### config.mk
export PLATFORM = sky130hd
export DESIGN_NAME = ecomp_ram
export DESIGN_NICKNAME = d
export VERILOG_FILES = /design/src/ecomp_ram.sv
export SDC_FILE = /design/constraint.sdc
export NUM_CORES = 1
export LEC_CHECK = 0
export BUFFER_PORTS_ARGS = -buffer_cell sky130_fd_sc_hd__buf_2
export CAP_MARGIN = 25
export CORE_MARGIN = 2
export CORE_UTILIZATION = 62
export DETAILED_ROUTE_END_ITERATION = 6
export GPL_TIMING_DRIVEN = 0
export PLACE_DENSITY_LB_ADDON = 0.3
export SETUP_SLACK_MARGIN = 0.4
export SLEW_MARGIN = 20
export SYNTH_ARGS = -nofsm -noshare
export SYNTH_HDL_FRONTEND = slang
export SYNTH_SLANG_ARGS = --single-unit
### constraint.sdc
create_clock -name clk_i -period 8.2 [get_ports clk_i]
set_clock_uncertainty 0.1 [all_clocks]
set_input_delay 0.82 -clock clk_i [delete_from_list [all_inputs] [get_ports clk_i]]
set_output_delay 0.82 -clock clk_i [all_outputs]
set_load 0.01 [all_outputs]
### src/ecomp_ram.sv
// ----------------------------------------------------------------------------
// ecomp_ram: generic scratch ram
// One write port and two read ports, read data registered.
// ----------------------------------------------------------------------------
module ecomp_ram #(
  parameter int unsigned WIDTH = 64,
  parameter int unsigned DEPTH = 16
) (
  input  logic                     clk_i,
  input  logic                     we_i,
  input  logic [$clog2(DEPTH)-1:0] waddr_i,
  input  logic [WIDTH-1:0]         wdata_i,
  input  logic [$clog2(DEPTH)-1:0] raddr_a_i,
  input  logic [$clog2(DEPTH)-1:0] raddr_b_i,
  output logic [WIDTH-1:0]         rdata_a_o,
  output logic [WIDTH-1:0]         rdata_b_o
);

  logic [WIDTH-1:0] mem_q [DEPTH];

  always_ff @(posedge clk_i) begin
    if (we_i) begin
      mem_q[waddr_i] <= wdata_i;
    end
    rdata_a_o <= mem_q[raddr_a_i];
    rdata_b_o <= mem_q[raddr_b_i];
  end

endmodule

==> results.txt <==
- Run status: completed
- Capture point of the worst path: mem_q[0][20]
- Element type at the critical path end: flip-flop
* Routed via count divided by cell count: ~7.4
- RSZ-0062 raised after global routing: false
- The congestion estimate from routability-driven global placement came to 0.765.
- Post-CTS resize count: 0
- STA puts the critical path data required time at roughly 8500 ps.
- Number of failing hold endpoints at the final stage: 0
* Num ports: 206
* Cell types occupying the most area after synthesis: sky130_fd_sc_hd__edfxtp_1, sky130_fd_sc_hd__mux4_2, sky130_fd_sc_hd__dfxtp_1, sky130_fd_sc_hd__a22oi_1, sky130_fd_sc_hd__nand2_1
* Final min period: roughly 2900 ps
- Fin nets: between 2000 and 3000
- Sum of net half-perimeters after detailed placement: between 80 and 90 mm
* First-pass iteration count of the detailed router: 6
- Slew Limit Fails: 0
* Setup Crit Path Kind: input port to flip-flop
- Across all layers, the routed design uses between 20000 and 30000 vias.
- Count of distinct cell types in the synthesized netlist: 18
- After synthesis, the share of flip-flops with an asynchronous set or reset is 0.
- Max-cap violation count: 0
* Via count of the first global-routing pass: a little under 30000
- Vertical die dimension: approximately 280 µm
* Most used cells in the layout excluding fill and tap cells: sky130_fd_sc_hd__edfxtp_1, sky130_fd_sc_hd__mux4_2, sky130_fd_sc_hd__a22oi_1
* Avg Cell Area, Syn: around 21 µm²
- Highest clock rate: between 300 and 400 MHz
- After floorplanning, the core was divided into roughly 100 placement rows.
* Biggest area consumer among synthesized cells: sky130_fd_sc_hd__edfxtp_1
- Summed over all cells, the static leakage comes to about 19 nW.
* TritonCTS sink count: 1152
- STA puts the critical path data arrival time at roughly 3200 ps.
- Clock tree from TritonCTS: yes
* Total of flip-flops plus latches after synthesis: between 1000 and 1500
- The tree is rooted in a sky130_fd_sc_hd__clkbuf_16.
- Across the VDD grid, the largest voltage drop is between 150 and 200 µV.
- Number of antenna violations at the first check in global routing: 22
- The first global-routing pass estimated about 200 mm of wire.
- Setup TNS: 0 ps
- Summed over all layers, the routed wires come to between 100 and 150 mm.
- The floorplan step defined a die boundary enclosing roughly 80000 µm².
- In the synthesized netlist the dominant register cell turns out to be sky130_fd_sc_hd__edfxtp_1.
* Number of buffers between clock root and the deepest sink: 3
* Horizontal die dimension: 283 µm
- The H-tree was split into 3 levels.
- RR Startpoint: mem_q[3][48]
* Largest fanout on the critical path: 8
- Length in cells of the worst reg-to-reg path: 3
- During placement, the flow inserted port buffers numbering about 200.
- Setup slack on the worst flop-to-flop path: between 6000 and 7000 ps
- Relative to the synthesized area, the layout overhead comes to 16.0%.
* Crit start category: input port
* Largest net degree at the start of global routing: 21
- Share of the synthesized area in the top cell type: 0.637
- In this run, CTS created clock tree buffers numbering about 110.
* Most common cell after layout, fill and taps aside: sky130_fd_sc_hd__edfxtp_1
- The number of nets in the synthesized netlist is 2325.
* Netlist area before placement: between 40000 and 50000 µm²
- Routed Antenna Nets: 0
- In this run, post-CTS hold repair placed 0 buffers.
- After detailed routing, the average wire length per cell comes to roughly 36 µm.
* Remaining max-slew budget at the tightest pin: 0.229
* Layout cell share with drive strength beyond 1: 0.390
* Total power: ~0.013 W
* Largest incremental delay on the critical path: 720 ps
- In this run the standard cell core region covers 77300 µm².
* Setup-failing EPs final: 0
* Chain of cells forming the critical path: buf_2, or3b_2, nor3_2, buf_6, buf_4, buf_4, buf_4
* Gr usage total: 0.342
- Cell Pwr Density: 232 nW/µm²
- Counting every instance in the synthesized netlist gives 2247.
* Cell type of the slowest stage on the worst timing path: sky130_fd_sc_hd__nor3_2
- In this run the worst hold path is classified as input port to flip-flop.
* Clock latency of the later-clocked register in the worst-skew pair: around 700 ps
- Final critical-path share of the clock period: 0.357
* Least-Margin Pin Slew: around 1200 ps
* Reg2Reg Capture Point: rdata_b_o[48]
* Critical path's most frequent cell: sky130_fd_sc_hd__buf_4
- For this run, design rule violations remaining after detail routing come to 0.
- 1st-iter DRT viols: about 4600
- Number of enable flip-flop cells after synthesis: slightly above 1000
- CP Launch Point: waddr_i[2]
* Initial core utilization: 0.625
- Clock transition at path regs: 60 ps
- Sequential-to-total area share from yosys stat: 0.690
- Yosys Warn Count: 0
- After clock tree synthesis, the setup repair step added 0 buffers.
* Total grt overflow: 0
## worst max-delay path, delay by kind of cell
| family | cells | cell delay, ps |
|---|---|---|
| AND/OR/NAND/NOR | 2 | 1320 |
| buffers and inverters | 5 | 1070 |
## kinds of logic (layout without fill, tap and decap cells)
| kind of cell | count (synthesis) | count (layout) | share of synthesized area |
|---|---|---|---|
| buffers and inverters | 168 | 674 | 0.0188 |
| muxes | 512 | 512 | 0.239 |
| AOI/OAI and AO/OA | 256 | 256 | 0.0398 |
| DFF | 1152 | 1152 | 0.690 |
| other | 0 | 10 | 0 |
| and+or+nand+nor | 159 | 159 | 0.0132 |
## final cells by class
class	count	area, µm²
multi-input combinational	927	14200
sequential	1152	33300
tap	1040	1300
timing repair buffer	290	2500
fill	4354	21300
clock inverter	61	547
buffer	168	907
clock buffer	155	3260
antenna	10	25.0
## layer usage
metal / up-vias / wire [µm] / global-route usage / part of all wire
met5: - / 192 / 0 / 0.0014
met4: 28 / 6480 / 0.159 / 0.048
met3: 483 / 17200 / 0.0893 / 0.13
met2: 2432 / 67200 / 0.546 / 0.49
met1: 14500 / 44700 / 0.448 / 0.33
li1: 10700 / - / - / -
## Yosys cell counts, types with 4 or more instances
master,instances
sky130_fd_sc_hd__a22oi_1,256
sky130_fd_sc_hd__buf_1,16
sky130_fd_sc_hd__buf_2,32
sky130_fd_sc_hd__buf_4,11
sky130_fd_sc_hd__buf_6,26
sky130_fd_sc_hd__clkbuf_1,83
sky130_fd_sc_hd__dfxtp_1,128
sky130_fd_sc_hd__edfxtp_1,1024
sky130_fd_sc_hd__mux4_2,512
sky130_fd_sc_hd__nand2_1,129
sky130_fd_sc_hd__nor2_1,14
sky130_fd_sc_hd__nor2b_1,4
sky130_fd_sc_hd__nor3_1,4
## flip-flops by register name, summed over array words and instances (netlist names)
| signal | count |
|---|---|
| mem_q | 1024 |
| rdata_a_o | 64 |
| rdata_b_o | 64 |
## power breakdown
group	internal (W)	switching [W]	total [W]
sequential	0.00657	0.0000755	0.00664
clock	0.00304	0.00226	0.00530
combinational	0.000449	0.000619	0.00107
total	0.0101	0.00295	0.0130
## per-stage QoR
step	cell area [µm²]	worst slack, ps	cells	hold slack (ps)	util
floorplan	48300	1850	2247	555	-
global placement	50600	-3710	3488	575	0.654
detailed placement	52200	4670	3577	580	0.675
CTS	56000	5330	3793	383	0.724
global route	56000	5250	3797	396	0.725
finish	56100	5270	3803	394	0.725
## worst min path at each step
| stage | from | endpoint | slack (ps) | depth (start not counted) |
|---|---|---|---|---|
| 6_report | wdata_i[22] | mem_q[12][22] | 390 | 1 |
| 5_1_grt | wdata_i[61] | mem_q[6][61] | 400 | 1 |
| 3_5_place_dp | mem_q[15][48] | rdata_a_o[48] | 580 | 3 |
| 3_3_place_gp | mem_q[14][48] | rdata_b_o[48] | 570 | 3 |
| 4_1_cts | wdata_i[22] | mem_q[12][22] | 380 | 1 |
| 2_1_floorplan | mem_q[14][0] | rdata_a_o[0] | 560 | 3 |
(Power assumes the default switching activity.)
